### src/pbsr_pkg.sv
// Shared types, constants and helpers for the box-to-screen-rectangle projector.
`default_nettype none
package pbsr_pkg;

  localparam int COORD_W    = 24;  // world coordinate, signed Q15.8
  localparam int CORNER_W   = 25;  // corner = origin + offset, signed Q16.8
  localparam int MAT_W      = 32;  // matrix entry, signed Q15.16
  localparam int PROD_W     = CORNER_W + MAT_W;  // one corner * entry product
  localparam int CLIP_W     = 59;  // clip x, y, w sums
  localparam int NORM_W     = 40;  // denominator after normalizing
  localparam int SHIFT_W    = 5;   // normalize shift, up to CLIP_W - NORM_W
  localparam int SAT_SHIFT  = 20;  // quotient at or above 2^20 saturates
  localparam int FRAC_W     = 16;  // ratio fraction bits
  localparam int DIV_BITS   = SAT_SHIFT + FRAC_W;  // quotient bits
  localparam int RATIO_W    = DIV_BITS + 1;
  localparam int TERM_W     = RATIO_W + 2;
  localparam int DIM_W      = 16;
  localparam int PIX_PROD_W = TERM_W + DIM_W + 1;
  localparam int PIX_W      = 16;
  localparam int PIX_SHIFT  = 17;

  localparam int N_REGS = 8;
  localparam int REG_W  = 64;
  localparam int ADDR_W = 6;
  localparam int IDX_W  = 3;

  localparam int SCREEN_WIDTH  = 1920;
  localparam int SCREEN_HEIGHT = 1080;

  localparam logic signed [CLIP_W-1:0] W_MIN = CLIP_W'(16777);

  typedef logic [N_REGS-1:0][REG_W-1:0] mat_regs_t;

  typedef struct packed {
    logic valid;
    logic first;
    logic last;
  } tag_t;

  typedef struct packed {
    logic valid;
    logic first;
    logic last;
    logic ok;
    logic neg_x;
    logic neg_y;
    logic sat_x;
    logic sat_y;
  } side_t;

  // Entry m[row][col]; even columns sit in the upper half of a pair.
  function automatic logic signed [MAT_W-1:0] mat_entry(mat_regs_t regs, logic [1:0] row,
                                                        logic [1:0] col);
    logic [REG_W-1:0] pair;
    pair = regs[{row, col[1]}];
    return col[0] ? $signed(pair[MAT_W-1:0]) : $signed(pair[REG_W-1:MAT_W]);
  endfunction

endpackage
`default_nettype wire

### src/pbsr_corner.sv
// Box capture and corner sequencer: one world corner per cycle while the pipe advances.
`default_nettype none
module pbsr_corner (
  input  logic                                 clk,
  input  logic                                 rst,
  input  logic                                 adv,
  input  logic                                 s_tvalid,
  output logic                                 s_tready,
  input  logic [9*pbsr_pkg::COORD_W-1:0]       s_tdata,
  output logic [2:0][pbsr_pkg::CORNER_W-1:0]   corner,
  output pbsr_pkg::tag_t                       tag
);
  import pbsr_pkg::*;

  logic signed [CORNER_W-1:0] lo [3];
  logic signed [CORNER_W-1:0] hi [3];
  logic       busy;
  logic [2:0] cnt;
  logic       accept;

  assign s_tready = adv && (!busy || cnt == 3'd7);
  assign accept   = s_tvalid && s_tready;

  always_ff @(posedge clk) begin
    if (rst) begin
      busy      <= 1'b0;
      cnt       <= '0;
      tag.valid <= 1'b0;
    end else if (adv) begin
      tag.valid <= busy;
      tag.first <= (cnt == 3'd0);
      tag.last  <= (cnt == 3'd7);
      for (int i = 0; i < 3; i++) begin
        corner[i] <= cnt[i] ? hi[i] : lo[i];
      end
      if (accept) begin
        busy <= 1'b1;
        cnt  <= '0;
        for (int i = 0; i < 3; i++) begin
          lo[i] <= CORNER_W'($signed(s_tdata[i*COORD_W +: COORD_W]))
                 + CORNER_W'($signed(s_tdata[(3+i)*COORD_W +: COORD_W]));
          hi[i] <= CORNER_W'($signed(s_tdata[i*COORD_W +: COORD_W]))
                 + CORNER_W'($signed(s_tdata[(6+i)*COORD_W +: COORD_W]));
        end
      end else if (busy) begin
        cnt <= cnt + 3'd1;
        if (cnt == 3'd7) busy <= 1'b0;
      end
    end
  end

endmodule
`default_nettype wire

### config.mk
export PLATFORM = sky130hd
export DESIGN_NAME = pbsr_corner
export DESIGN_NICKNAME = d
export VERILOG_FILES = /design/src/pbsr_pkg.sv /design/src/pbsr_corner.sv
export SDC_FILE = /design/constraint.sdc
export NUM_CORES = 1
export LEC_CHECK = 0
export BUFFER_PORTS_ARGS = -buffer_cell sky130_fd_sc_hd__buf_2
export CORE_AREA = 2 2 166 168
export DETAILED_ROUTE_END_ITERATION = 8
export DIE_AREA = 0 0 168 170
export MAX_ROUTING_LAYER = met4
export PLACE_DENSITY = 0.8
export SLEW_MARGIN = 20
export SYNTH_ARGS = -nofsm -noshare
export SYNTH_HDL_FRONTEND = slang
export SYNTH_SLANG_ARGS = --single-unit
export TNS_END_PERCENT = 5
### constraint.sdc
create_clock -name clk -period 5.5 [get_ports clk]
set_clock_uncertainty 0.2 [all_clocks]
set_input_delay 0.825 -clock clk [delete_from_list [all_inputs] [get_ports clk]]
set_output_delay 0.825 -clock clk [all_outputs]
set_load 0.03 [all_outputs]
# --- After elaboration in Yosys (flattened, before gate mapping) ---
# Memories as Yosys holds them, arrays and structs flattened.
# Index checks and enable logic that the tools add are counted.
word_totals:
  inputBits: 220
  elab_cells: 39
  mem_bits_rw: 150
  out_inout_bits: 79
  n_memories: 2
  regBits: 82
mem_list:
  columns: ["memory", "words", "word_bits", "read_ports", "rd_clocked_by_memory_dff", "wr", "line", "text"]
  rows:
  - ["hi", 3, 25, 3, 0, 3, "pbsr_corner.sv:16", "logic signed [CORNER_W-1:0] hi [3];"]
  - ["lo", 3, 25, 3, 0, 3, "pbsr_corner.sv:15", "logic signed [CORNER_W-1:0] lo [3];"]
classes:
  muxes: 12
  add_sub_neg: 7
  eq_ne: 1
  n_bitwise: 1
  reduce_logical: 8
ops:
  columns: ["cell", "n"]
  rows:
  - ["$add 24x24->25", 6]
  - ["$mux 25", 3]
  - ["$mux 1", 7]
  - ["$mux 3", 2]
  - ["$reduce_and 2->1", 2]
  - ["$add 3x1->3 const B", 1]
  - ["$eq 3x3->1 const B", 1]
  - ["$logic_not 3->1", 1]
  - ["$logic_and 1x1->1", 2]
  - ["$reduce_bool 2->1", 1]
  - ["$logic_not 1->1", 1]
  - ["$logic_or 1x1->1", 1]
  - ["$not 1->1", 1]

# --- Longest topological paths before layout ---
# Gate-level depths: netlist of the first run.
logic_depth:
  word_depth: 8
  ltp_mapped: 9
  depth_no_buf: 9

# --- Worst setup path after synthesis of the first run ---
# No wires, ideal clock.
synth_path:
  path_kind: "input to register"
  startpoint: "input adv"
  endpoint: "memory hi[0][0] (enable)"
  t_arrival_ns: 5.214
  slack_ns: -0.442
  n_path_buf: 0
  setup_ns: 0.529
  required_ns: 4.771
  cell_stages: 2
  path_cell_list: "a21boi_0 > and3b_1"
synth_rtl:
  columns: ["element", "line", "text"]
  rows:
  - ["start, declared", "pbsr_corner.sv:6", "input logic adv,"]
  - ["end, declared", "pbsr_corner.sv:16", null]

==> reports/results.ini, run 1 <==
[routing]
wl_per_cell_um = 18.2
wirelength_um = 35900
via_count = 11600
vias_per_cell = 5.87
drt.antenna.violating_nets = 0
drt-initial-drc-count = 796
drc = 0
first_pass_iters = 5

[global_route]
antenna_found_initial = 10
track_usage_pct = 25.2
grt_max_degree = 67
grt_pass1_wl_um = 55600
first_global_vias = 11100
grt.overflow.total = 0

[logic_synthesis]
synth_area_leader_cell = edfxtp_1
synth_flop_cell = edfxtp_1
yosys_warnings = 0
synth.ff_latch_count = 232
syn_area_um2 = 14700
synth.avg_cell_area_um2 = 11.5
syn_nets = 1653
synth_edf_count = 227
ys_types = 69
synth_top_area_share_pct = 46.3
synthCells = 1280
ys_seq_area_share_pct = 46.9
synth.area.top_cells = edfxtp_1 (46%), ha_1 (12%), mux2_2 (5.7%), a21oi_1 (4.1%), xnor2_1 (4.0%)
async_flop_share_pct = 0

[cells_and_area]
stdcell_count = 1969
fillCellCount = 2051
layout-drive-gt1-share_pct = 27.1
nNetsFinal = 1974
area_growth_syn_to_layout_pct = 19.0

[sta]
setup_viol = 0
rsz0062_at_grt = no
whs_ns = 0.275
fmax_mhz = 313
finalCritPeriodShare_pct = 58.2
relSlewSlack_pct = 57.5
fin_tns_setup_ns = 0
hold_viol = 0
fin_crit_ns = 3.20
slew_violations = 0
tightest_slew_ns = 0.631

[pwr]
peakVddDrop_mv = 0.193
p_leak_nw = 7.22
power.density_nw_per_um2 = 276

[setup_path]
end_kind = register
r2r-start = cnt[2]$_SDFFE_PP0P_
path_class = input port to register
rrSetupSlack_ns = 2.51
cp.required_ns = 5.56
start_kind = input port
max_stage_delay_ns = 0.43
cp.arrival_ns = 3.26
path_cells = buf_2 -> ha_1 -> fa_1 -> a211oi_1 -> nor2_1 -> o22ai_2 -> o311a_1 -> nand2_1 -> a2111oi_2 -> nor3_1
reg2reg_depth = 7
crit_fanout = 5
cp_slowest_cell = fa_1
timing.rr.end = hi[0][0]$_DFFE_PP_

[floorplan]
die_x_um = 168
die_area_um2 = 28600
die_y_um = 170
core_area_um2 = 26700
start_util_pct = 55.3
std_cell_rows = 60
io_pins = 299

[clock_tree]
holdBufCountCts = 0
cts_setup_buffers = 0
cts.sinks = 232
cts_made_buffers = 25
cts_max_level = 1
cts-resized-gates = 0
cts_root_buf = clkbuf_16
cts_max_path_buffers = 3
tritoncts = done
insertion_delay_ns = 0.52
cts.clk_slew.worst_paths_ns = 0.06

[worst_hold_path]
min_path_type = register to register
whs_path_depth = 2
holdPathEnd = tag[2]$_SDFFE_PP0P_
hp-start = tag[2]$_SDFFE_PP0P_

[placement]
portBuffers = 298
hpwl_um = 27800
place_inst = 1913
gp_congestion = 0.955

[flow_run]
maxCapViolations = 0

[run_status]
status = complete, no violations

==> worst max-delay path: cells and delay by family <==
family | cells | cell delay, ns
AND/OR/NAND/NOR | 3 | 0.37
adder cells (fa/ha/maj) | 2 | 0.67
AO/OA/AOI/OAI | 4 | 1.26
buffers and inverters | 1 | 0.11
==> sequential cells by signal (all words and copies together) (netlist names) <==
| name | cells |
|---|---|
| busy | 1 |
| cnt | 3 |
| corner | 75 |
| hi | 75 |
| lo | 75 |
| tag | 3 |
==> kinds of logic (layout without fill, tap and decap cells) <==
logic type               after synthesis  count (layout)  synth area share, %
AO/OA/AOI/OAI                        401             401                 17.9
AND/OR/NAND/NOR                      250             250                 7.93
flip-flops                           232             232                 46.9
adder cells (fa/ha/maj)              153             153                 13.3
XOR/XNOR                             112             112                 6.66
multiplexers                          77              77                 5.87
buffers and inverters                 55             392                 1.40
other                                  0              11                    0
==> through the flow <==
step                      total power, mW  area, um^2  utilization (%)  setup slack [ns]
after detailed placement             3.24       16700             62.6              1.79
after floorplan                      2.93       14700                -             0.517
after CTS                            4.85       17500             65.5              2.12
after global placement               3.21       16700             62.6              1.84
after global routing                 5.05       17500             65.8              2.07
final                                4.84       17500             65.8              2.30
==> cells in the mapped netlist (8+ instances only) <==
library cell	instances
nand2_1	64
o21ai_0	72
a21oi_1	122
o21bai_1	17
a211oi_1	18
nor2_1	76
o21a_1	17
a211o_1	8
o211ai_1	11
xnor2_1	67
a31oi_1	10
nor3_1	27
ha_1	147
nor2b_1	9
and2_1	11
nand4_1	9
a21o_1	53
edfxtp_1	227
mux2_2	75
xor2_1	45
inv_1	42
clkbuf_1	13
nand3_1	21
==> worst max path at each step <==
stage / from / endpoint / slack (ns) / cells after the start
6_report: s_tdata[0] / hi[0][22]$_DFFE_PP_ / 2.30 / 10
5_1_grt: s_tdata[24] / lo[0][47]$_DFFE_PP_ / 2.07 / 10
4_1_cts: cnt[2]$_SDFFE_PP0P_ / hi[0][39]$_DFFE_PP_ / 2.12 / 6
3_5_place_dp: s_tdata[24] / lo[0][47]$_DFFE_PP_ / 1.79 / 10
3_3_place_gp: s_tdata[24] / lo[0][47]$_DFFE_PP_ / 1.84 / 10
2_1_floorplan: rst / corner[0]$_DFFE_PP_ / 0.52 / 1
==> cells in the final DEF, fill, tap and decap left out, drive strengths merged, types with 12 or more instances in the layout <==
| master | n |
|---|---|
| a211oi | 18 |
| a21o | 54 |
| a21oi | 122 |
| buf | 307 |
| clkbuf | 27 |
| edfxtp | 227 |
| ha | 147 |
| inv | 42 |
| mux2 | 75 |
| nand2 | 65 |
| nand3 | 21 |
| nor2 | 76 |
| nor3 | 27 |
| o211ai | 12 |
| o21a | 17 |
| o21ai | 74 |
| o21bai | 17 |
| xnor2 | 67 |
| xor2 | 45 |
==> power by group <==
part	internal, mW	leakage, nW	switching [mW]
clock	0.925	0.368	0.692
sequential	2.08	2.13	0.0195
combinational	0.476	4.72	0.648
==> metal layers <==
layer	share of wire (%)	track usage, %
met1	41	30.8
met2	49	42.7
met3	8.0	5.00
met4	2.4	7.07
met5	0	-
==> layout make-up <==
class	count	area (um^2)	share of cell area, %
Tap cell	341	427	2.43
Clock buffer	27	633	3.61
Antenna cell	11	27.5	0.157
Multi-Input combinational cell	993	7620	43.5
Sequential cell	232	6920	39.4
Clock inverter	16	146	0.835
Timing Repair Buffer	307	1600	9.15
Inverter	42	158	0.899
(Power assumes the default switching activity.)
==> inputs of run 2 (changes only) <==
--- a/config.mk
+++ b/config.mk
@@ -5,12 +5,13 @@
 export SDC_FILE = /design/constraint.sdc
 export NUM_CORES = 1
 export LEC_CHECK = 0
+export ABC_AREA = 1
 export BUFFER_PORTS_ARGS = -buffer_cell sky130_fd_sc_hd__buf_2
-export CORE_AREA = 2 2 166 168
+export CORE_AREA = 2 2 193 195
 export DETAILED_ROUTE_END_ITERATION = 8
-export DIE_AREA = 0 0 168 170
+export DIE_AREA = 0 0 195 197
 export MAX_ROUTING_LAYER = met4
-export PLACE_DENSITY = 0.8
+export PLACE_DENSITY = 0.77
 export SLEW_MARGIN = 20
 export SYNTH_ARGS = -nofsm -noshare
 export SYNTH_HDL_FRONTEND = slang
==> constraint.sdc (replaced) <==
create_clock -name clk -period 2.6 [get_ports clk]
set_clock_uncertainty 0.2 [all_clocks]
set_input_delay 0.39 -clock clk [delete_from_list [all_inputs] [get_ports clk]]
set_output_delay 0.39 -clock clk [all_outputs]
set_load 0.03 [all_outputs]
==> reports/results.ini, run 2 <==
[run_status]
status = complete, no violations

[logic_synthesis]
synth.ff_latch_count = 232
synth_top_area_share_pct = 35.9
synth.area.top_cells = edfxtp_1 (36%), nand2_1 (23%), inv_1 (10%), ha_1 (9.7%), xor2_1 (3.6%)
synth_area_leader_cell = edfxtp_1
synth_most_common_cell = nand2_1
syn_area_um2 = 19000
ys_types = 29
async_flop_share_pct = 0
synth.avg_cell_area_um2 = 7.04
ys_seq_area_share_pct = 36.4
synth_flop_cell = edfxtp_1
syn_nets = 3068
synth_common_cells = nand2_1 (1,149), inv_1 (505), edfxtp_1 (227), ha_1 (147), nor2_1 (137)
yosys_warnings = 0
synthCells = 2695
synth_edf_count = 227

[placement]
dpl-instance-area_um2 = 21200
post-place-ws_ns = 0.180
portBuffers = 298
place_inst = 3461
gp_congestion = 1.08
hpwl_um = 50000

[sta]
fin_ws_ns = 0.242
fin_crit_ns = 2.36
rsz0062_at_grt = no
slew_violations = 0
relSlewSlack_pct = 60.4
tightest_slew_ns = 0.593
fmax_mhz = 424
hold_viol = 0
finalCritPeriodShare_pct = 90.7
setup_viol = 0

[pwr]
power.total_mw = 11.8
p_leak_nw = 12.0
power.density_nw_per_um2 = 530
peakVddDrop_mv = 0.436

[worst_hold_path]
min_path_type = input port to register

[cells_and_area]
final_cell_mix = nand2_1 (1,148), inv_1 (505), buf_2 (298), edfxtp_1 (227), ha_1 (145)
n_antenna_cell = 0
area_growth_syn_to_layout_pct = 17.5
fin_util_pct = 61.5
nNetsFinal = 3412
largestRegisters = corner (75), hi (75), lo (75)
stdcell_count = 3527
final_common_cell = nand2_1
stdcell_area_um2 = 22300
layout-drive-gt1-share_pct = 16.7

[setup_path]
end_kind = register
rrSetupSlack_ns = 0.47
critical_path.startpoint = s_tdata[192]
crit_path_end = hi[0][74]$_DFFE_PP_
start_kind = input port
r2r-start = cnt[0]$_SDFFE_PP0P_
reg2reg_depth = 7
timing.rr.end = hi[0][71]$_DFFE_PP_
cp.arrival_ns = 2.46
crit_fanout = 4
cp.required_ns = 2.70
path_class = input port to register

[clock_tree]
holdBufCountCts = 17
cts.clk_slew.worst_paths_ns = 0.06
cts_setup_buffers = 0
cts_root_buf = clkbuf_16
cts_max_level = 1
cts_made_buffers = 27
cts_max_path_buffers = 3
insertion_delay_ns = 0.56
tritoncts = done
cts.sinks = 232
cts-resized-gates = 0

[routing]
first_pass_iters = 8
via_count = 17900
vias_per_cell = 5.07
drt.antenna.violating_nets = 0
wirelength_um = 60000
drc = 0
wl_per_cell_um = 17.0
drt-initial-drc-count = 1262

[global_route]
grt_max_degree = 54
antenna_found_initial = 0
first_global_vias = 17300
grt_pass1_wl_um = 92400
track_usage_pct = 32.1
grt.overflow.total = 0

[floorplan]
core_area_um2 = 36300
io_pins = 299
die_y_um = 197
std_cell_rows = 70
die_area_um2 = 38400
die_x_um = 195
start_util_pct = 52.3

[flow_run]
maxCapViolations = 0

[run 2: cell count changes in the layout (fill, tap and decap cells not counted), sizes merged, moves of 27 or more]
cell	delta
nand2	+1141
inv	+471
nor2	+117
nand3	+105
o21ai	-73
xnor2	-67
a21o	-54
mux2	-50
a21oi	-41
xor2	+33
nand4	+27
[run 2: cells by family after synthesis]
family	share of synthesized area [%]
AND/OR/NAND/NOR	35.4
buffers and inverters	10.4
flip-flops	36.4
adder cells (fa/ha/maj)	10.3
AO/OA/AOI/OAI	2.28
XOR/XNOR	3.64
multiplexers	1.48
[run 2: layer usage]
layer / global-route usage (%) / vias to the layer above / wire (um)
met5: - / - / 0
met2: 54.6 / 640 / 28700
met3: 3.30 / 106 / 3780
met4: 10.9 / 0 / 2070
met1: 40.1 / 8081 / 25500
li1: - / 9043 / -
[run 2: how the worst min path moves through the flow]
stage                             start              endpoint  slack (ns)  cells after the start
floorplan                           rst   cnt[1]$_SDFFE_PP0P_        0.25                      1
global placement    tag[2]$_SDFFE_PP0P_   tag[2]$_SDFFE_PP0P_        0.28                      2
detailed placement  lo[0][23]$_DFFE_PP_  corner[23]$_DFFE_PP_        0.30                      2
CTS                        s_tdata[169]   hi[0][26]$_DFFE_PP_      0.0003                      2
global route               s_tdata[169]   hi[0][26]$_DFFE_PP_       0.009                      2
finish                     s_tdata[193]   hi[0][51]$_DFFE_PP_        0.02                      2
[run 2: layout make-up]
class	instances	area, um^2
fillers	3307	14000
flip-flops and latches	232	6920
clock inverters	17	238
clock buffers	32	694
well taps	468	586
repair buffers	328	1810
multi-input cells	1938	10100
inverters	512	1920
[run 2: worst max-delay path, stage by stage]
cell and delay, ns:
dlygate4sd3_1 0.55, buf_2 0.13, ha_1 0.25, fa_1 0.44, nand2_1 0.09, nand2_1 0.08
nand3_1 0.11, nand2_2 0.12, nand2_1 0.11, nand3_1 0.08, nand2_1 0.06, nand2_1 0.05
[run 2: per-stage QoR]
stage,setup TNS (ns),hold slack (ns)
final,0,0.0223
after global routing,0,0.00919
after CTS,0,0.000338
after detailed placement,0,0.299
after global placement,0,0.282
after floorplan,-222.54,0.252
[run 2: power breakdown]
part / leakage (nW) / total (mW) / internal (mW) / switching [mW]
clock network: 0.439 / 4.02 / 2.42 / 1.60
registers: 2.14 / 4.46 / 4.40 / 0.0526
logic: 9.43 / 3.34 / 1.10 / 2.24
total: 12.0 / 11.8 / 7.92 / 3.89
