$ cat src/pbsr_pkg.sv
// Shared types, constants and helpers for the box-to-screen-rectangle projector.
`default_nettype none
package pbsr_pkg;

  localparam int COORD_W    = 24;  // world coordinate, signed Q15.8
  localparam int CORNER_W   = 25;  // corner = origin + offset, signed Q16.8
  localparam int MAT_W      = 32;  // matrix entry, signed Q15.16
  localparam int PROD_W     = CORNER_W + MAT_W;  // one corner * entry product
  localparam int CLIP_W     = 59;  // clip x, y, w sums
  localparam int NORM_W     = 40;  // denominator after normalizing
  localparam int SHIFT_W    = 5;   // normalize shift, up to CLIP_W - NORM_W
  localparam int SAT_SHIFT  = 20;  // quotient at or above 2^20 saturates
  localparam int FRAC_W     = 16;  // ratio fraction bits
  localparam int DIV_BITS   = SAT_SHIFT + FRAC_W;  // quotient bits
  localparam int RATIO_W    = DIV_BITS + 1;
  localparam int TERM_W     = RATIO_W + 2;
  localparam int DIM_W      = 16;
  localparam int PIX_PROD_W = TERM_W + DIM_W + 1;
  localparam int PIX_W      = 16;
  localparam int PIX_SHIFT  = 17;

  localparam int N_REGS = 8;
  localparam int REG_W  = 64;
  localparam int ADDR_W = 6;
  localparam int IDX_W  = 3;

  localparam int SCREEN_WIDTH  = 1920;
  localparam int SCREEN_HEIGHT = 1080;

  localparam logic signed [CLIP_W-1:0] W_MIN = CLIP_W'(16777);

  typedef logic [N_REGS-1:0][REG_W-1:0] mat_regs_t;

  typedef struct packed {
    logic valid;
    logic first;
    logic last;
  } tag_t;

  typedef struct packed {
    logic valid;
    logic first;
    logic last;
    logic ok;
    logic neg_x;
    logic neg_y;
    logic sat_x;
    logic sat_y;
  } side_t;

  // Entry m[row][col]; even columns sit in the upper half of a pair.
  function automatic logic signed [MAT_W-1:0] mat_entry(mat_regs_t regs, logic [1:0] row,
                                                        logic [1:0] col);
    logic [REG_W-1:0] pair;
    pair = regs[{row, col[1]}];
    return col[0] ? $signed(pair[MAT_W-1:0]) : $signed(pair[REG_W-1:MAT_W]);
  endfunction

endpackage
`default_nettype wire

$ cat src/pbsr_cfg.sv
// APB register file holding the eight matrix pair registers.
`default_nettype none
module pbsr_cfg (
  input  logic                       clk,
  input  logic                       rst,
  input  logic                       psel,
  input  logic                       penable,
  input  logic                       pwrite,
  input  logic [pbsr_pkg::ADDR_W-1:0] paddr,
  input  logic [pbsr_pkg::REG_W-1:0]  pwdata,
  output logic [pbsr_pkg::REG_W-1:0]  prdata,
  output logic                       pready,
  output pbsr_pkg::mat_regs_t        regs
);
  import pbsr_pkg::*;

  logic [IDX_W-1:0] idx;

  assign idx    = paddr[ADDR_W-1:ADDR_W-IDX_W];
  assign pready = 1'b1;
  assign prdata = regs[idx];

  always_ff @(posedge clk) begin
    if (rst) begin
      regs <= '0;
    end else if (psel && penable && pwrite) begin
      regs[idx] <= pwdata;
    end
  end

endmodule
`default_nettype wire

$ cat config.mk
export PLATFORM = sky130hd
export DESIGN_NAME = pbsr_cfg
export DESIGN_NICKNAME = d
export VERILOG_FILES = /design/src/pbsr_pkg.sv /design/src/pbsr_cfg.sv
export SDC_FILE = /design/constraint.sdc
export NUM_CORES = 1
export LEC_CHECK = 0
export BUFFER_PORTS_ARGS = -buffer_cell sky130_fd_sc_hd__buf_4
export CORE_AREA = 2 2 255 257
export DETAILED_ROUTE_END_ITERATION = 10
export DIE_AREA = 0 0 257 259
export PLACE_DENSITY = 0.61
export SETUP_SLACK_MARGIN = 0.4
export SLEW_MARGIN = 15
export SYNTH_ARGS = -nofsm -noshare
export SYNTH_HDL_FRONTEND = slang
export SYNTH_SLANG_ARGS = --single-unit
$ cat constraint.sdc
create_clock -name clk -period 2.12 [get_ports clk]
set_input_delay 0.106 -clock clk [delete_from_list [all_inputs] [get_ports clk]]
set_output_delay 0.106 -clock clk [all_outputs]
set_load 0.05 [all_outputs]
Yosys cells after proc, flatten, opt, wreduce, memory -nomap -nowiden
Index checks and enable logic that the tools add are counted.
W data, S select, Z words.
{"block": "totals", "regBits": 512, "inputBits": 75, "word_cells": 18}
{"block": "op_classes", "n_reduce_logical": 3, "n_mux": 5, "magnitude_cmp": 2}
{"cell": "$bwmux W512", "count": 1}
{"cell": "$bmux W64 S3", "count": 1}
{"cell": "$demux W64 S3", "count": 1}
{"cell": "$mux W64", "count": 2}
{"cell": "$lt A3 B4 Y1 const B", "count": 1}
{"cell": "$ge A3 B1 Y1 const B", "count": 1}
{"cell": "$logic_and A1 B1 Y1", "count": 3}

Longest topological paths before layout
Gate-level depths: netlist of run 1.
{"block": "logic_depth", "ltp_word": 5, "ltp_mapped": 7}

Least setup slack after synthesis of run 1
OpenSTA, ideal clock, no wires.
{"block": "synth_path", "kind": "reg-to-output", "start": "register regs[254] in the netlist's numbering", "end": "output prdata[62] in the netlist's numbering", "required_time_ps": 2014, "stages_incl_launch_ff": 4, "setup_slack_ps": 323, "arrival_time_ps": 1691, "cell_sequence": "dfxtp_1 mux2i_1 o211a_1 o21ai_1"}
{"block": "synth_between", "elab_chain_len": 2}
{"item": "start: declaration", "line": "pbsr_cfg.sv:13", "rtl": "output pbsr_pkg::mat_regs_t regs"}
{"item": "start signal: indexed assignment", "line": "pbsr_cfg.sv:27", "rtl": "regs[idx] <= pwdata;"}
{"item": "$bmux W64 S3", "line": "pbsr_cfg.sv:21", "rtl": "assign prdata = regs[idx];"}
{"item": "$mux W64 (not written as such)", "line": "pbsr_cfg.sv:21"}
{"item": "end: declaration", "line": "pbsr_cfg.sv:11", "rtl": "output logic [pbsr_pkg::REG_W-1:0] prdata,"}
No other way between the ends. The select of a mux whose other input is x is not followed.

Worst setup path after layout of run 1
{"block": "layout_path", "start": "register regs[354] in the netlist's numbering", "end": "output prdata[34] in the netlist's numbering"}
Same word-level chain as after synthesis.

==> impl_metrics.ini, run 1 <==
[critical_path]
timing.critical_path.fanout_max = 3
worst_setup_path_end_kind = primary output
cp-start-kind = register
required_ns = 2.01
worst-endpoint-arrival_ns = 1.90
reg2reg_depth = 4
critical_setup_path_kind = register to primary output

[layout]
final_layout_fill_cell_count = 5601
reg_top3 = regs: 512 flops
finish.cell_count_without_fillers = 3677
max_flop_register = regs
areaGrowthSynthToFinish_pct = 42.9
area.sequential_um2 = 10700
final_nets = 2855
fraction_of_layout_cells_with_a_size_suffix_above_1 = 0.520
multiInputGateArea_um2 = 12700
postLayoutCellArea_um2 = 34100
largest_register_ff_count = 512

[global_route]
grt_overflow = 0
grt_pass1_wl_um = 122000
grt_pass1_vias = 19300
grt_antenna_before_repair = 2
grt_max_degree = 64
grtUsageTotal = 0.238

[sta]
worst_pin_slew_ns = 0.695
finalSetupTns_ns = 0
whs_ns = 0.0414
final_count_of_pins_violating_max_slew = 0
fin_skew_ns = 0
worst_slew_margin_rel = 0.537
layout_worst_path_cycle_share = 0.945
grt_setup_unrepaired = yes
max_freq_mhz = 499
setup_viol = 0
hold_viol_final = 0
final_period_minus_worst_setup_slack_ns = 2.00
setup_ws_ns = 0.116

[outcome]
run_status = finished, final reports clean

[floorplanning]
core_area_um2 = 63900
dieArea_um2 = 66600
rows = 93
die_height_um = 259
ioPinCount = 652
floorplan.initialDensity = 0.374
die_w_um = 257

[place]
placement.cell_area_um2 = 29600
port-buffer-count = 647
dpl.hpwl_um = 56100
pre_cts_slack_ns = 0.166
placed_cells_incl_taps = 3391
finalWeightedCongestion = 0.873

[synthesis]
synth_ff_type = sky130_fd_sc_hd__dfxtp_1
synth_area_um2 = 23900
synth_commonest_cells = sky130_fd_sc_hd__nand2b_1 (576), sky130_fd_sc_hd__mux2i_1 (513), sky130_fd_sc_hd__dfxtp_1 (512), sky130_fd_sc_hd__mux4_2 (111), sky130_fd_sc_hd__clkbuf_1 (68)
cell_with_the_most_instances_after_synthesis = sky130_fd_sc_hd__nand2b_1
synth-seq-cells = 512
synth_seq_area_share = 0.429
syn_area_per_cell_um2 = 11.7
synth_top_area_cell = sky130_fd_sc_hd__dfxtp_1
synth_edf_count = 0
post_synth_num_cell_types = 27
synth.top_cell.area_share = 0.429
syn_nets = 2112
top_cells_by_area_synth = sky130_fd_sc_hd__dfxtp_1 (43%), sky130_fd_sc_hd__mux2i_1 (22%), sky130_fd_sc_hd__nand2b_1 (15%)
cell_count_after_synthesis = 2037
yosysWarningCount = 0
ys_async_sr_fraction = 0

[clock_network]
clockRootBuffer = sky130_fd_sc_hd__clkbuf_16
tritoncts_num_sinks = 512
worst_skew_pair.late_latency_ns = 0.59
numCtsBuffers = 55
clock_tree_from_tritoncts = yes
clk_path_buf_depth = 3
deepest_level_of_the_cts_h_tree = 2
clk_pin_slew_worst_paths_ns = 0.06

[route]
dr.first_iter.drc_count = 1046
ant_nets = 0
drc = 0
drtPass1Iterations = 5
detail_route.wirelength_um = 82800
via_per_inst = 5.06
vias = 18600
drt-wirelength-per-cell_um = 22.5

[power]
switching_share = 0.236
p_per_area_nw_per_um2 = 628
total_leakage_power_uw = 0.0170
share_comb_of_total_power = 0.085
power_report.internal_total_uw = 16400
p_sw_uw = 5060
power_frac_clock = 0.460
seq_power_share = 0.455
peakVddDrop_mv = 0.530

[hold_path]
worstHoldPathCells = 3
min_path_type = input port to register

[flow_run]
timing.max_cap.violations = 0
## layout by cell type (no fill, tap or decap), types with 2 or more instances in the layout
cell                            instances
sky130_fd_sc_hd__nand2b_1             576
sky130_fd_sc_hd__mux2_2                 9
sky130_fd_sc_hd__buf_4                754
sky130_fd_sc_hd__clkinvlp_4             3
sky130_fd_sc_hd__clkinv_2               7
sky130_fd_sc_hd__dlygate4sd3_1         61
sky130_fd_sc_hd__mux4_2               126
sky130_fd_sc_hd__buf_8                 48
sky130_fd_sc_hd__buf_6                 14
sky130_fd_sc_hd__buf_12                31
sky130_fd_sc_hd__dfxtp_2              320
sky130_fd_sc_hd__mux2_4                55
sky130_fd_sc_hd__nand3_4                2
sky130_fd_sc_hd__clkbuf_1               8
sky130_fd_sc_hd__dfxtp_1              185
sky130_fd_sc_hd__dfxtp_4                7
sky130_fd_sc_hd__clkbuf_8              19
sky130_fd_sc_hd__bufinv_16              3
sky130_fd_sc_hd__nor2b_1                2
sky130_fd_sc_hd__mux2i_1              513
sky130_fd_sc_hd__clkbuf_16             57
sky130_fd_sc_hd__diode_2                2
sky130_fd_sc_hd__nand2_4                5
## metrics by stage
step	util	total power, uW
3_5_place_dp	0.464	11600
4_1_cts	0.522	21600
3_3_place_gp	0.464	11600
6_report	0.534	21400
5_1_grt	0.534	22100
2_1_floorplan	-	11100
## critical path, cell delays in order (launching register included)
cell and delay, ns:
sky130_fd_sc_hd__dfxtp_2 0.35, sky130_fd_sc_hd__mux4_2 0.51, sky130_fd_sc_hd__mux2_4 0.29, sky130_fd_sc_hd__buf_6 0.15
## timing repair
| item | 4_1_cts | 5_1_grt |
|---|---|---|
| gates resized for setup | 316 | 209 |
| hold buffers | 61 | 0 |
| endpoints found under the setup margin | 64 | 64 |
| pin swaps | 1 | 1 |
| endpoints found under the hold margin | 464 | 0 |
| setup buffers | 74 | 52 |
## power groups by stage
stage | Sequential [uW] | Combinational, uW | Clock, uW
after floorplan | 10200 | 908 | 0
after global placement | 9970 | 1630 | 0
after detailed placement | 9970 | 1650 | 0
after CTS | 9750 | 1800 | 10000
after global routing | 9760 | 1920 | 10400
final | 9750 | 1830 | 9850
## per-layer routing
| layer | part of all wire | up-vias | global-route usage | wire, um |
|---|---|---|---|---|
| met3 | 0.063 | 149 | 0.0546 | 5180 |
| met1 | 0.40 | 9376 | 0.284 | 33500 |
| met4 | 0.036 | 0 | 0.0875 | 2980 |
| li1 | - | 8473 | - | - |
| met2 | 0.50 | 600 | 0.416 | 41100 |
| met5 | 0 | - | 0 | 0 |
## cell type report
type	count	share of cell area
Inverter	1	0.000110
Clock buffer	83	0.0500
Tap cell	855	0.0314
Clock inverter	14	0.00466
Antenna cell	2	0.000147
Multi-Input combinational cell	1301	0.373
Timing Repair Buffer	909	0.228
Sequential cell	512	0.313
## final timing paths
check	end	slack [ns]	from
max	prdata[34]	0.12	regs[354]$_SDFFE_PP0P_
min	regs[195]$_SDFFE_PP0P_	0.04	pwdata[3]
max reg2reg	regs[194]$_SDFFE_PP0P_	1.27	regs[194]$_SDFFE_PP0P_
min reg2reg	regs[250]$_SDFFE_PP0P_	0.48	regs[250]$_SDFFE_PP0P_
## cell families (layout without fill, tap and decap cells)
family / after synthesis / after routing / synth area share
multiplexers: 703 / 703 / 0.367
flip-flops: 512 / 512 / 0.429
AND/OR/NAND/NOR: 593 / 593 / 0.155
other: 1 / 3 / 0.000157
AO/OA/AOI/OAI: 4 / 4 / 0.00131
buffers and inverters: 224 / 1007 / 0.0473
No activity file was read; power rests on OpenSTA's default activity.
==> run 2: changes to the inputs <==
CORE_AREA = 2 2 252 254   (was 2 2 255 257)
DIE_AREA = 0 0 254 256   (was 0 0 257 259)
PLACE_DENSITY = 0.62   (was 0.61)
==> impl_metrics.ini, run 2 (synthesized netlist as in run 1, its figures left out) <==
[clock_network]
deepest_level_of_the_cts_h_tree = 2
worst_skew_pair.late_latency_ns = 0.59
clockRootBuffer = sky130_fd_sc_hd__clkbuf_16
tritoncts_num_sinks = 512
clk_pin_slew_worst_paths_ns = 0.06
numCtsBuffers = 55
clk_path_buf_depth = 3
clock_tree_from_tritoncts = yes

[layout]
multiInputGateArea_um2 = 12700
max_flop_register = regs
layout_common_cells = sky130_fd_sc_hd__buf_4 (874), sky130_fd_sc_hd__nand2b_1 (576), sky130_fd_sc_hd__mux2i_1 (513), sky130_fd_sc_hd__dfxtp_2 (351), sky130_fd_sc_hd__dfxtp_1 (144)
final_nets = 2979
areaGrowthSynthToFinish_pct = 47.2
area.sequential_um2 = 10800
final_layout_fill_cell_count = 5323
reg_top3 = regs: 512 flops
mostFrequentLayoutCell = sky130_fd_sc_hd__buf_4
fraction_of_layout_cells_with_a_size_suffix_above_1 = 0.550
largest_register_ff_count = 512

[route]
detail_route.wirelength_um = 86200
vias = 19200
dr.first_iter.drc_count = 1037
drtPass1Iterations = 5
drc = 0
via_per_inst = 5.07
drt-wirelength-per-cell_um = 22.7
ant_nets = 0

[power]
peakVddDrop_mv = 0.531
total_leakage_power_uw = 0.0177
seq_power_share = 0.465
switching_share = 0.239
finalPower_uw = 20900
p_per_area_nw_per_um2 = 596
power_frac_clock = 0.445
power_report.internal_total_uw = 15900
p_sw_uw = 5010
share_comb_of_total_power = 0.090

[sta]
setup_viol = 0
final_period_minus_worst_setup_slack_ns = 1.98
worst_pin_slew_ns = 0.567
layout_worst_path_cycle_share = 0.935
max_freq_mhz = 505
worst_slew_margin_rel = 0.621
whs_ns = 0.0363
grt_setup_unrepaired = yes
finalSetupTns_ns = 0
setup_ws_ns = 0.138
final_count_of_pins_violating_max_slew = 0
hold_viol_final = 0
fin_skew_ns = 0

[critical_path]
worst_setup_path_end_kind = primary output
timing.critical_path.fanout_max = 2
cell_by_cell_trace_of_the_critical_path = mux4_2 -> mux2_4 -> buf_12
cp_num_buf_inv = 1
crit_path_max_delay_family = multiplexers
critPathLaunch = regs[449]$_SDFFE_PP0P_
worst-endpoint-arrival_ns = 1.88
timing.critical_path.slowest_stage_cell = sky130_fd_sc_hd__mux4_2
required_ns = 2.01
max_stage_delay_ns = 0.49
cp-start-kind = register
critical_setup_path_kind = register to primary output
regToRegStartpoint = regs[43]$_SDFFE_PP0P_

[place]
dpl.hpwl_um = 57000
finalWeightedCongestion = 0.872
port-buffer-count = 647
pre_cts_slack_ns = 0.161

[global_route]
grt_pass1_vias = 20000
grtUsageTotal = 0.257
grt_overflow = 0
grt_max_degree = 101
grt_pass1_wl_um = 127000
grt_antenna_before_repair = 5

[floorplanning]
core_area_um2 = 62400
ioPinCount = 652
die_height_um = 256
dieArea_um2 = 65000
floorplan.initialDensity = 0.383
die_w_um = 254
rows = 92

[hold_path]
min_path_type = input port to register
timing.hold.worst.start = pwdata[30]

[flow_run]
timing.max_cap.violations = 0

[outcome]
run_status = finished, final reports clean
[run 2: stage by stage]
step            util  instance area, um^2  cells
3_3_place_gp   0.475                29700   3378
2_1_floorplan      -                23900   2037
3_5_place_dp   0.475                29700   3378
4_1_cts        0.559                34900   3763
5_1_grt        0.563                35100   3793
6_report       0.563                35100   3793
[run 2: cell type report]
cell class                      instances  area share
Sequential cell                       512       0.306
Inverter                                1    0.000107
Clock buffer                           89      0.0483
Antenna cell                            5    0.000356
Clock inverter                          6     0.00114
Tap cell                              846      0.0301
Multi-Input combinational cell       1301       0.363
Timing Repair Buffer                 1033       0.251
[run 2: worst reg2reg max path, delay by kind of cell, from the launching register on]
| family | cells | cell delay, ns |
|---|---|---|
| flops | 1 | 0.32 |
| buf+inv | 2 | 0.26 |
| simple gates | 1 | 0.08 |
| mux | 1 | 0.08 |
[run 2: power groups by stage]
stage / combinational [uW] / sequential [uW] / clock [uW]
2_1_floorplan: 908 / 10200 / 0
3_3_place_gp: 1650 / 9970 / 0
3_5_place_dp: 1670 / 9970 / 0
4_1_cts: 1880 / 9730 / 9490
5_1_grt: 1970 / 9740 / 9900
6_report: 1890 / 9730 / 9320
[run 2: what timing repair did]
item / CTS / global route
cloned: 0 / 0
hold buffers: 61 / 0
endpoints found under the setup margin: 64 / 64
setup buffers: 229 / 25
endpoints found under the hold margin: 435 / 0
pin swaps: 1 / 1
gates resized for setup: 548 / 51
[run 2: worst paths after layout]
| check | end | slack [ns] | cells past startpoint |
|---|---|---|---|
| setup reg to reg | regs[43]$_SDFFE_PP0P_ | 1.25 | 4 |
| hold / removal | regs[478]$_SDFFE_PP0P_ | 0.04 | 3 |
| setup / recovery | prdata[1] | 0.14 | 3 |
| hold reg to reg | regs[466]$_SDFFE_PP0P_ | 0.48 | 2 |
[run 2: routing by layer]
layer  vias up  global-route usage  share of wire
met5         -                   0              0
met4         0               0.113          0.044
met3       177              0.0561          0.070
met2       680               0.437           0.49
met1      9657               0.309           0.40
li1       8728                   -              -
==> run 3: changes to the inputs <==
BUFFER_PORTS_ARGS = default   (was -buffer_cell sky130_fd_sc_hd__buf_4)
CELL_PAD_IN_SITES_DETAIL_PLACEMENT = 2   (was default)
CELL_PAD_IN_SITES_GLOBAL_PLACEMENT = 2   (was default)
CORE_AREA = 2 2 251 253   (was 2 2 252 254)
DIE_AREA = 0 0 253 255   (was 0 0 254 256)
DONT_BUFFER_PORTS = 1   (was default)
PLACE_DENSITY = 0.77   (was 0.62)
==> impl_metrics.ini, run 3 (synthesized netlist as in run 1, its figures left out) <==
[outcome]
run_status = finished, final reports clean

[power]
finalPower_uw = 22400
switching_share = 0.267
p_sw_uw = 5970
total_leakage_power_uw = 0.0151
peakVddDrop_mv = 0.623
power_frac_clock = 0.507
share_comb_of_total_power = 0.062
p_per_area_nw_per_um2 = 647
power_report.internal_total_uw = 16400
seq_power_share = 0.431

[place]
placed_cells_incl_taps = 2956
port-buffer-count = 0
finalWeightedCongestion = 0.803
dpl.hpwl_um = 57300

[route]
vias = 21400
drt-wirelength-per-cell_um = 40.7
drc = 0
detail_route.wirelength_um = 145000
drtPass1Iterations = 5
dr.first_iter.drc_count = 1720
via_per_inst = 5.99
ant_nets = 0

[critical_path]
required_ns = 2.01
timing.critical_path.slowest_stage_cell = sky130_fd_sc_hd__mux4_2
cp_num_buf_inv = 0
crit_path_max_delay_family = multiplexers
reg2reg_depth = 4
cp-start-kind = register
worst_setup_path_end_kind = primary output
timing.reg2reg.setup_slack_ns = 0.30
worst-endpoint-arrival_ns = 2.00
regToRegStartpoint = regs[413]$_SDFFE_PP0P_
timing.critical_path.fanout_max = 3
max_stage_delay_ns = 0.56
critical_setup_path_kind = register to primary output
r2r_end = regs[413]$_SDFFE_PP0P_
cell_by_cell_trace_of_the_critical_path = mux4_2 -> mux2_4

[layout]
finish.cell_count_without_fillers = 3571
largest_register_ff_count = 512
final_nets = 2796
max_flop_register = regs
areaGrowthSynthToFinish_pct = 45.0
reg_top3 = regs: 512 flops
layout_common_cells = sky130_fd_sc_hd__nand2b_1 (576), sky130_fd_sc_hd__mux2i_1 (507), sky130_fd_sc_hd__dlygate4sd3_1 (482), sky130_fd_sc_hd__buf_4 (343), sky130_fd_sc_hd__dfxtp_1 (275)
mostFrequentLayoutCell = sky130_fd_sc_hd__nand2b_1
fraction_of_layout_cells_with_a_size_suffix_above_1 = 0.327

[floorplanning]
rows = 92
floorplan.initialDensity = 0.384
core_area_um2 = 62200
die_w_um = 253
dieArea_um2 = 64500
ioPinCount = 652
die_height_um = 255

[sta]
final_count_of_pins_violating_max_slew = 0
grt_setup_unrepaired = yes
final_period_minus_worst_setup_slack_ns = 2.10
layout_worst_path_cycle_share = 0.993
hold_viol_final = 0
worst_slew_margin_rel = 0.537
max_freq_mhz = 475
worst_pin_slew_ns = 0.694
fin_skew_ns = 0
setup_viol = 0
finalSetupTns_ns = 0

[clock_network]
numCtsBuffers = 57
clockRootBuffer = sky130_fd_sc_hd__clkbuf_16
clk_pin_slew_worst_paths_ns = 0.08
worst_skew_pair.late_latency_ns = 0.60
deepest_level_of_the_cts_h_tree = 2
clock_tree_from_tritoncts = yes
clk_path_buf_depth = 3
tritoncts_num_sinks = 512

[global_route]
grt_overflow = 0
grtUsageTotal = 0.402
grt_pass1_wl_um = 187000
grt_pass1_vias = 24400
grt_antenna_before_repair = 6
grt_max_degree = 436

[hold_path]
timing.hold.worst.start = rst
hold_path_end = regs[265]$_SDFFE_PP0P_
min_path_type = input port to register
worstHoldPathCells = 2

[flow_run]
timing.max_cap.violations = 0
==> run 3: cell count changes in the layout (fill, tap and decap cells not counted), sizes merged, moves of 2 or more <==
cell	delta
clkinv	+6
clkinvlp	+2
dlygate4sd3	+421
diode	-2
bufinv	+4
buf	-607
==> run 3: metal layers <==
metal  part of all wire  up-vias  wire [um]  global-route usage
met4              0.088        4      12800               0.287
li1                   -     8387          -                   -
met5            0.00019        -         27                   0
met1               0.33    11000      47700               0.396
met2               0.49     1367      71900               0.715
met3              0.090      689      13100               0.129
==> run 3: area by class of cell <==
class                           count  area [um^2]
Fill cell                        5618        27500
Multi-Input combinational cell   1301        12800
Sequential cell                   512        11000
Timing Repair Buffer              848         7800
Clock buffer                       89         1800
Tap cell                          799         1000
Clock inverter                     18          201
Antenna cell                        3         7.51
Inverter                            1         3.75
==> run 3: worst max-delay path by stage <==
stage / from / endpoint / depth (start not counted)
detailed placement: paddr[3] / regs[32]$_SDFFE_PP0P_ / 5
floorplan: paddr[4] / prdata[44] / 5
finish: regs[128]$_SDFFE_PP0P_ / prdata[0] / 2
global route: regs[27]$_SDFFE_PP0P_ / prdata[27] / 2
global placement: paddr[3] / regs[409]$_SDFFE_PP0P_ / 5
CTS: regs[6]$_SDFFE_PP0P_ / prdata[6] / 2
==> run 3: metrics by stage <==
step                      worst slack (ns)  utilization  hold WS, ns  area (um^2)
after floorplan                      0.515            -        0.449        23900
after global placement               0.453        0.427        0.321        26600
after detailed placement             0.410        0.427        0.335        26600
after CTS                           0.0614        0.552      0.00341        34300
after global routing               0.00531        0.557       0.0982        34600
final                               0.0151        0.557        0.142        34600
==> run 3: power groups by stage <==
stage                     combinational (uW)  clock (uW)  sequential, uW
after CTS                               1270       10700            9660
final                                   1390       11300            9660
after global placement                   983           0           10000
after floorplan                          908           0           10200
after detailed placement                1010           0           10100
after global routing                    1400       11700            9660
==> run 3: timing repair <==
item	4_1_cts	5_1_grt
hold endpoints to repair	512	1
setup endpoints to repair	64	94
pin swaps	1	2
hold buffers	484	1
setup buffers	6	14
resized for setup	443	66
==> run 3: worst reg2reg max path: stages (launching register included) <==
cell,delay (ns)
sky130_fd_sc_hd__dfxtp_1,0.41
sky130_fd_sc_hd__buf_4,0.27
sky130_fd_sc_hd__nand2b_1,0.16
sky130_fd_sc_hd__dlygate4sd3_1,0.62
sky130_fd_sc_hd__mux2i_1,0.26
